$ cat src/rtl/multiset_bag_table_unit_defines.svh
// ----------------------------------------------------------------------------
// multiset_bag_table_unit_defines.svh
// Assertion macros shared by the bag table RTL modules.
// ----------------------------------------------------------------------------
`ifndef MULTISET_BAG_TABLE_UNIT_DEFINES_SVH
`define MULTISET_BAG_TABLE_UNIT_DEFINES_SVH

// Same-cycle implication, sampled on clk, off during rst.
`define MSBT_ASSERT_NOW(label, pre, post, msg) \
  label: assert property (@(posedge clk) disable iff (rst) (pre) |-> (post)) \
    else $error(msg);

// Next-cycle implication, sampled on clk, off during rst.
`define MSBT_ASSERT_NEXT(label, pre, post, msg) \
  label: assert property (@(posedge clk) disable iff (rst) (pre) |=> (post)) \
    else $error(msg);

`endif

$ cat src/rtl/msbt_pkg.sv
// ----------------------------------------------------------------------------
// msbt_pkg
// Shared types and constants for the bag table unit.
// ----------------------------------------------------------------------------
`default_nettype none

package msbt_pkg;

  // Field widths of the stream payloads
  localparam int unsigned FUNC_W     = 2;
  localparam int unsigned VALUE_IN_W = 32;
  localparam int unsigned FREQ_W     = 8;
  localparam int unsigned SIZE_W     = 7;
  localparam int unsigned OUT_W      = 16;

  // Frequency reported for a query on an empty bag (-1)
  localparam logic [FREQ_W-1:0] FREQ_EMPTY = 8'hFF;

  // Request operation codes
  typedef enum logic [FUNC_W-1:0] {
    OP_ADD    = 2'd0,
    OP_REMOVE = 2'd1,
    OP_CLEAR  = 2'd2,
    OP_QUERY  = 2'd3
  } op_t;

  // Controller to datapath commands
  typedef struct packed {
    logic load;    // latch request, reset scan state
    logic scan;    // walk the stored entries
    logic finish;  // commit state, load result register
  } ctrl_cmd_t;

  // Datapath to controller status
  typedef struct packed {
    logic scan_done;  // all entries read and processed
    logic out_free;   // result register can take a new result
  } dp_stat_t;

endpackage

`default_nettype wire

$ cat src/rtl/msbt_ctrl.sv
// ----------------------------------------------------------------------------
// msbt_ctrl
// Request sequencer: accepts a request, runs the entry scan when the
// operation needs one, then commits the result.
// ----------------------------------------------------------------------------
`default_nettype none

`include "multiset_bag_table_unit_defines.svh"

module msbt_ctrl (
  input  wire logic                 clk,
  input  wire logic                 rst,
  input  wire logic                 s_tvalid,
  output logic                      s_tready,
  input  wire msbt_pkg::op_t        func,
  input  wire msbt_pkg::dp_stat_t   stat,
  output msbt_pkg::ctrl_cmd_t       cmd
);

  typedef enum logic [2:0] {
    ST_IDLE   = 3'b001,
    ST_SCAN   = 3'b010,
    ST_FINISH = 3'b100
  } state_t;

  state_t state;
  state_t state_next;
  logic   accept;

  // Handshake and commands
  assign s_tready   = (state == ST_IDLE);
  assign accept     = s_tvalid && s_tready;
  assign cmd.load   = accept;
  assign cmd.scan   = (state == ST_SCAN);
  assign cmd.finish = (state == ST_FINISH) && stat.out_free;

  // Next state
  always_comb begin
    state_next = state;
    case (state)
      ST_IDLE: begin
        if (accept) begin
          if (func == msbt_pkg::OP_REMOVE || func == msbt_pkg::OP_QUERY) begin
            state_next = ST_SCAN;
          end else begin
            state_next = ST_FINISH;
          end
        end
      end
      ST_SCAN: begin
        if (stat.scan_done) begin
          state_next = ST_FINISH;
        end
      end
      ST_FINISH: begin
        if (stat.out_free) begin
          state_next = ST_IDLE;
        end
      end
      default: begin
        state_next = ST_IDLE;
      end
    endcase
  end

  // State register
  always_ff @(posedge clk) begin
    if (rst) begin
      state <= ST_IDLE;
    end else begin
      state <= state_next;
    end
  end

  // Checks
  `MSBT_ASSERT_NEXT(a_finish_to_idle, cmd.finish, s_tready, "no return to idle after commit")
  `MSBT_ASSERT_NEXT(a_no_scan_skip,
    accept && (func == msbt_pkg::OP_ADD || func == msbt_pkg::OP_CLEAR),
    state == ST_FINISH, "add or clear entered the scan")
  `MSBT_ASSERT_NOW(a_state_onehot, 1'b1, $onehot(state), "controller state not one-hot")

endmodule

`default_nettype wire

$ cat src/rtl/msbt_dp.sv
// ----------------------------------------------------------------------------
// msbt_dp
// Bag datapath: entry memory, entry count, scan counter with registered
// read, match tally, remove compaction and the result register.
// ----------------------------------------------------------------------------
`default_nettype none

`include "multiset_bag_table_unit_defines.svh"

module msbt_dp #(
  parameter int unsigned CAPACITY    = 64,
  parameter int unsigned VALUE_WIDTH = 32
) (
  input  wire logic                               clk,
  input  wire logic                               rst,
  input  wire msbt_pkg::ctrl_cmd_t                cmd,
  output msbt_pkg::dp_stat_t                      stat,
  input  wire msbt_pkg::op_t                      func,
  input  wire logic [msbt_pkg::VALUE_IN_W-1:0]    entry_value,
  output logic                                    m_tvalid,
  input  wire logic                               m_tready,
  output logic [msbt_pkg::OUT_W-1:0]              m_tdata
);

  localparam int unsigned CW = $clog2(CAPACITY + 1);
  localparam int unsigned AW = (CAPACITY > 1) ? $clog2(CAPACITY) : 1;
  localparam logic [CW-1:0] CAP_C = CW'(CAPACITY);

  // Request registers
  msbt_pkg::op_t              op;
  logic [VALUE_WIDTH-1:0]     value;
  logic [VALUE_WIDTH+msbt_pkg::VALUE_IN_W-1:0] value_ext;

  // Bag state
  logic [VALUE_WIDTH-1:0]     mem [CAPACITY];
  logic [CW-1:0]              count;
  logic [CW-1:0]              count_next;

  // Scan state
  logic [CW-1:0]              idx;
  logic                       rd_vld;
  logic [AW-1:0]              rd_idx;
  logic [VALUE_WIDTH-1:0]     rd_data;
  logic [CW-1:0]              tally;
  logic                       found;
  logic                       issue;
  logic                       match;
  logic                       shift_wr;
  logic                       add_wr;
  logic                       not_full;

  // Result fields
  logic                               res_ok;
  logic [msbt_pkg::FREQ_W-1:0]        res_freq;
  logic [CW+msbt_pkg::FREQ_W-1:0]     tally_ext;
  logic [CW+msbt_pkg::SIZE_W-1:0]     size_ext;

  // Only the low VALUE_WIDTH bits of the request value count
  assign value_ext = {{VALUE_WIDTH{1'b0}}, entry_value};

  assign not_full = (count < CAP_C);
  assign issue    = cmd.scan && (idx < count);
  assign match    = rd_vld && (rd_data == value);
  assign shift_wr = rd_vld && found && (op == msbt_pkg::OP_REMOVE);
  assign add_wr   = cmd.finish && (op == msbt_pkg::OP_ADD) && not_full;

  assign stat.scan_done = cmd.scan && !issue && !rd_vld;
  assign stat.out_free  = !m_tvalid || m_tready;

  // Entry memory: one write port, one registered read port
  always_ff @(posedge clk) begin
    if (shift_wr) begin
      mem[rd_idx - AW'(1)] <= rd_data;
    end else if (add_wr) begin
      mem[count[AW-1:0]] <= value;
    end
    if (issue) begin
      rd_data <= mem[idx[AW-1:0]];
    end
  end

  // Request latch
  always_ff @(posedge clk) begin
    if (cmd.load) begin
      op    <= func;
      value <= value_ext[VALUE_WIDTH-1:0];
    end
  end

  // Scan counter, read pipeline, tally and first-match flag
  always_ff @(posedge clk) begin
    if (rst) begin
      idx    <= '0;
      rd_vld <= 1'b0;
      tally  <= '0;
      found  <= 1'b0;
    end else if (cmd.load) begin
      idx    <= '0;
      rd_vld <= 1'b0;
      tally  <= '0;
      found  <= 1'b0;
    end else begin
      rd_vld <= issue;
      if (issue) begin
        idx <= idx + CW'(1);
      end
      if (match && op == msbt_pkg::OP_QUERY) begin
        tally <= tally + CW'(1);
      end
      if (match && op == msbt_pkg::OP_REMOVE) begin
        found <= 1'b1;
      end
    end
  end

  always_ff @(posedge clk) begin
    if (issue) begin
      rd_idx <= idx[AW-1:0];
    end
  end

  // Commit: new count and result fields
  always_comb begin
    count_next = count;
    res_ok     = 1'b0;
    res_freq   = '0;
    case (op)
      msbt_pkg::OP_ADD: begin
        res_ok = not_full;
        if (not_full) begin
          count_next = count + CW'(1);
        end
      end
      msbt_pkg::OP_REMOVE: begin
        res_ok = found;
        if (found) begin
          count_next = count - CW'(1);
        end
      end
      msbt_pkg::OP_CLEAR: begin
        res_ok     = 1'b1;
        count_next = '0;
      end
      msbt_pkg::OP_QUERY: begin
        res_ok   = (tally != '0);
        res_freq = (count == '0) ? msbt_pkg::FREQ_EMPTY
                                 : tally_ext[msbt_pkg::FREQ_W-1:0];
      end
      default: begin
        res_ok = 1'b0;
      end
    endcase
  end

  assign tally_ext = {{msbt_pkg::FREQ_W{1'b0}}, tally};
  assign size_ext  = {{msbt_pkg::SIZE_W{1'b0}}, count_next};

  // Entry count
  always_ff @(posedge clk) begin
    if (rst) begin
      count <= '0;
    end else if (cmd.finish) begin
      count <= count_next;
    end
  end

  // Result register: holds until taken
  always_ff @(posedge clk) begin
    if (rst) begin
      m_tvalid <= 1'b0;
    end else if (cmd.finish) begin
      m_tvalid <= 1'b1;
    end else if (m_tready) begin
      m_tvalid <= 1'b0;
    end
  end

  always_ff @(posedge clk) begin
    if (cmd.finish) begin
      m_tdata <= {size_ext[msbt_pkg::SIZE_W-1:0], res_freq, res_ok};
    end
  end

  // Checks
  `MSBT_ASSERT_NOW(a_count_bound, 1'b1, count <= CAP_C, "entry count above capacity")
  `MSBT_ASSERT_NOW(a_found_remove, found, op == msbt_pkg::OP_REMOVE, "match flag outside remove")
  `MSBT_ASSERT_NOW(a_shift_addr, shift_wr, rd_idx != '0, "compaction write below entry zero")

endmodule

`default_nettype wire

$ cat src/rtl/multiset_bag_table_unit.sv
// ----------------------------------------------------------------------------
// multiset_bag_table_unit
// Fixed-capacity bag of values kept packed in arrival order, with add,
// remove (first equal entry, later entries shift down), clear and query.
//
//   Channel   Dir  Handshake          Payload
//   s_*       in   s_tvalid/s_tready  tuser: func; tdata: entry_value
//   m_*       out  m_tvalid/m_tready  tdata: ok, frequency, bag_size
//
// Add and clear skip the scan and go from the accept to the commit.
// Remove and query read the n stored entries one per cycle through the single
// memory read port, then commit; the result is registered at the commit, and the
// sequencer then returns to idle to take the next request.
// A new request is accepted once the previous one has committed; a result
// still waiting in the output register holds the next commit, not the accept.
// Reset empties the bag at once; memory contents are not cleared.
// ----------------------------------------------------------------------------
`default_nettype none

module multiset_bag_table_unit #(
  parameter int unsigned CAPACITY    = 64,
  parameter int unsigned VALUE_WIDTH = 32
) (
  input  wire logic        clk,
  input  wire logic        rst,
  input  wire logic        s_tvalid,
  output logic             s_tready,
  input  wire logic [31:0] s_tdata,   // [31:0] entry_value
  input  wire logic [1:0]  s_tuser,   // [1:0] func
  output logic             m_tvalid,
  input  wire logic        m_tready,
  output logic [15:0]      m_tdata    // [0] ok, [8:1] frequency, [15:9] bag_size
);

  msbt_pkg::ctrl_cmd_t cmd;
  msbt_pkg::dp_stat_t  stat;
  msbt_pkg::op_t       func;

  assign func = msbt_pkg::op_t'(s_tuser);

  // Sequencer
  msbt_ctrl u_ctrl (
    .clk      (clk),
    .rst      (rst),
    .s_tvalid (s_tvalid),
    .s_tready (s_tready),
    .func     (func),
    .stat     (stat),
    .cmd      (cmd)
  );

  // Storage and result path
  msbt_dp #(
    .CAPACITY    (CAPACITY),
    .VALUE_WIDTH (VALUE_WIDTH)
  ) u_dp (
    .clk         (clk),
    .rst         (rst),
    .cmd         (cmd),
    .stat        (stat),
    .func        (func),
    .entry_value (s_tdata),
    .m_tvalid    (m_tvalid),
    .m_tready    (m_tready),
    .m_tdata     (m_tdata)
  );

endmodule

`default_nettype wire

$ cat config.mk
export PLATFORM = sky130hd
export DESIGN_NAME = multiset_bag_table_unit
export DESIGN_NICKNAME = d
export VERILOG_FILES = /design/src/rtl/msbt_pkg.sv /design/src/rtl/msbt_ctrl.sv /design/src/rtl/msbt_dp.sv /design/src/rtl/multiset_bag_table_unit.sv
export VERILOG_INCLUDE_DIRS = /design/src /design/src/rtl
export SDC_FILE = /design/constraint.sdc
export NUM_CORES = 2
export LEC_CHECK = 0
export BUFFER_PORTS_ARGS = -buffer_cell sky130_fd_sc_hd__buf_4
export CAP_MARGIN = 20
export CORE_ASPECT_RATIO = 1.75
export CORE_UTILIZATION = 45
export DETAILED_ROUTE_END_ITERATION = 8
export PLACE_DENSITY = 0.58
export SLEW_MARGIN = 25
export SYNTH_ARGS = -nofsm -noshare
export SYNTH_HDL_FRONTEND = slang
export SYNTH_SLANG_ARGS = --single-unit
export TNS_END_PERCENT = 50
$ cat constraint.sdc
create_clock -name clk -period 5.8 [get_ports clk]
set_clock_uncertainty 0.1 [all_clocks]
set_input_delay 0.58 -clock clk [delete_from_list [all_inputs] [get_ports clk]]
set_output_delay 0.58 -clock clk [all_outputs]
set_load 0.02 [all_outputs]
==> flow_summary.json <==
{
  "yosysWarnings": 0,
  "multi_input_area_um2": 18600,
  "async_flop_share": 0,
  "wl_met3_um": 11800,
  "setup_ws_ns": 1.24,
  "p_leak_nw": 28.4,
  "cts_sinks": 2163,
  "core-area_um2": 185000,
  "synth.distinct_cells": 65,
  "required_ns": 6.19,
  "finalWirelength_um": 226000,
  "fmax_mhz": 219,
  "register_area_um2": 64700,
  "min_period_over_period": 0.786,
  "ys_seq_area_frac": 0.773,
  "dpl_worst_slack_ns": 1.34,
  "drt_pass1_iterations": 5,
  "layout-drive-gt1-share": 0.286,
  "drv_slew": 0,
  "track_usage": 0.242,
  "place.port_buffers": 55,
  "start_kind": "flip-flop",
  "wl_met1_um": 81500,
  "route.detailed.drc": 0,
  "synth_nets": 3818,
  "dp.cells": 6218,
  "syn_area_um2": 83700,
  "timing_hold_violations_final": 0,
  "fp.dieW_um": 328,
  "design_power_total_mw": 30.3,
  "clk_pin_slew_ns": 0.07,
  "fp-row-count": 209,
  "setup_violations": 0,
  "fin_area_um2": 94900,
  "final_cell_mix": "2136 x edfxtp_1, 572 x mux4_2, 195 x clkbuf_16, 190 x buf_4, 127 x nand2_1",
  "critPathCaptureType": "flip-flop",
  "final_common_cell": "edfxtp_1",
  "period_minus_slack_ns": 4.56,
  "grt_pass1_vias": 40600,
  "drt_iter0_markers": 3968,
  "grt-ovfl-total": 0,
  "tightest_slew_ns": 1.10,
  "vias": 39800,
  "placed_area_um2": 88500,
  "worstSetupPathType": "reg2reg",
  "cts_root_buf": "clkbuf_16",
  "viasPerCell": 6.04,
  "synth_ff_type": "edfxtp_1",
  "hpwlAfterDp_um": 141000,
  "cts-htree-levels": 4,
  "fin_cells": 6593,
  "nFillCells": 14200,
  "synth_top_area_frac": 0.767,
  "whs_path_depth": 3,
  "cts_resized": 0,
  "dieArea_um2": 188000,
  "cts_tree": "yes",
  "worstPathArrival_ns": 4.95,
  "hold_class": "in2reg",
  "grt_max_degree": 69,
  "io_pins": 56,
  "nets": 4071,
  "outcome": "completed",
  "reg2regPathDepth": 7,
  "powerDensity_nw_per_um2": 319,
  "grt_pass1_wl_um": 315000,
  "syn2layout_area_growth_pct": 13.4,
  "clock_latency_ns": 0.83,
  "holdWs_ns": 0.0859,
  "drv_cap": 0,
  "ys_seq_elements": 2163,
  "synth_top_area_cell": "edfxtp_1",
  "netlist_top_cells_area": "edfxtp_1 77%, mux4_2 15%, mux2i_1 1.0%",
  "path_max_fanout": 36,
  "ir_worst_vdd_mv": 0.309,
  "start_util": 0.452,
  "die-height_um": 572,
  "clockBufferDepth": 4,
  "top_layer": "met5",
  "wl_per_cell_um": 34.2,
  "met2WireLength_um": 119000,
  "synth-edff-count": 2136,
  "place_congestion": 0.858,
  "antenna_found_initial": 9,
  "relSlewSlack": 0.260,
  "synth.avg_cell_area_um2": 22.2,
  "fin_util": 0.513,
  "ant_nets": 0,
  "setup_tns_ns": 0,
  "numCtsBuffers": 190,
  "synth_cells": 3767,
  "rsz0062_at_grt": "false"
}
[logic make-up (layout without fill, tap and decap cells)]
family / count (synthesis) / after routing / share of synthesized area
flip-flops: 2163 / 2163 / 0.773
AND/OR/NAND/NOR: 370 / 370 / 0.0204
AO/OA/AOI/OAI: 284 / 284 / 0.0215
buffers and inverters: 233 / 623 / 0.0135
adder cells (fa/ha/maj): 13 / 13 / 0.00194
XOR/XNOR: 34 / 34 / 0.00356
multiplexers: 670 / 670 / 0.166
other: 0 / 10 / 0
[synthesized netlist by cell type (23+ instances only)]
| library cell | count |
|---|---|
| a21oi_1 | 63 |
| a22oi_1 | 39 |
| buf_1 | 29 |
| buf_2 | 61 |
| clkbuf_1 | 70 |
| dfxtp_1 | 27 |
| edfxtp_1 | 2136 |
| inv_1 | 37 |
| mux2i_1 | 87 |
| mux4_2 | 572 |
| nand2_1 | 151 |
| nand3_1 | 26 |
| nor2_1 | 94 |
| nor2b_1 | 23 |
| o21ai_0 | 55 |
| o22ai_1 | 35 |
| xnor2_1 | 25 |
[area by class of cell]
cell class / instances / share of cell area
diodes: 10 / 0.000264
clock buffers: 232 / 0.0529
clock inverters: 97 / 0.00946
inverters: 39 / 0.00156
multi-input cells: 1371 / 0.196
flip-flops and latches: 2163 / 0.682
well taps: 2426 / 0.0320
repair buffers: 255 / 0.0254
[worst paths after layout]
check                          endpoint                startpoint  slack (ns)
max           u_dp.mem[54][6]$_DFFE_PP_      u_dp.op[0]$_DFFE_PP_        1.24
min          u_dp.m_tvalid$_SDFFE_PP0P_                  m_tready        0.09
max reg2reg   u_dp.mem[54][6]$_DFFE_PP_      u_dp.op[0]$_DFFE_PP_        1.24
min reg2reg    u_dp.idx[6]$_SDFFE_PP0P_  u_dp.idx[6]$_SDFFE_PP0P_        0.40
[what timing repair did]
| item | CTS | global route |
|---|---|---|
| hold buffers | 35 | 0 |
| setup buffers | 0 | 0 |
| hold endpoints to repair | 41 | 0 |
[worst max-delay path, cell delays in order (launching register included)]
cell,delay [ns]
edfxtp_1,0.66
or3_1,0.50
nor3_4,0.50
buf_4,0.53
a31o_2,0.28
nand2_1,0.51
nor2_4,0.77
buf_4,0.33
[per-layer routing]
layer,GRT usage,up-vias
li1,-,16400
met1,0.290,21700
met2,0.428,1399
met3,0.0270,412
met4,0.127,2
met5,0,-
[flip-flops by register name (all words and copies together), names as in the netlist]
register and cells:
u_dp.tally 7, u_dp.m_tvalid 1, u_dp.count 7, u_ctrl.state 3, u_dp.value 32, u_dp.rd_vld 1
u_dp.mem 2048, u_dp.idx 7, u_dp.rd_data 32, u_dp.m_tdata 16, u_dp.op 2, u_dp.found 1
u_dp.rd_idx 6
[power by group]
group          internal (mW)  total (mW)  switching, mW
Combinational          0.168       0.598          0.430
Sequential              17.2        17.2         0.0806
Clock                   6.86        12.4           5.56
Total                   24.2        30.3           6.07
(Power assumes the default switching activity.)
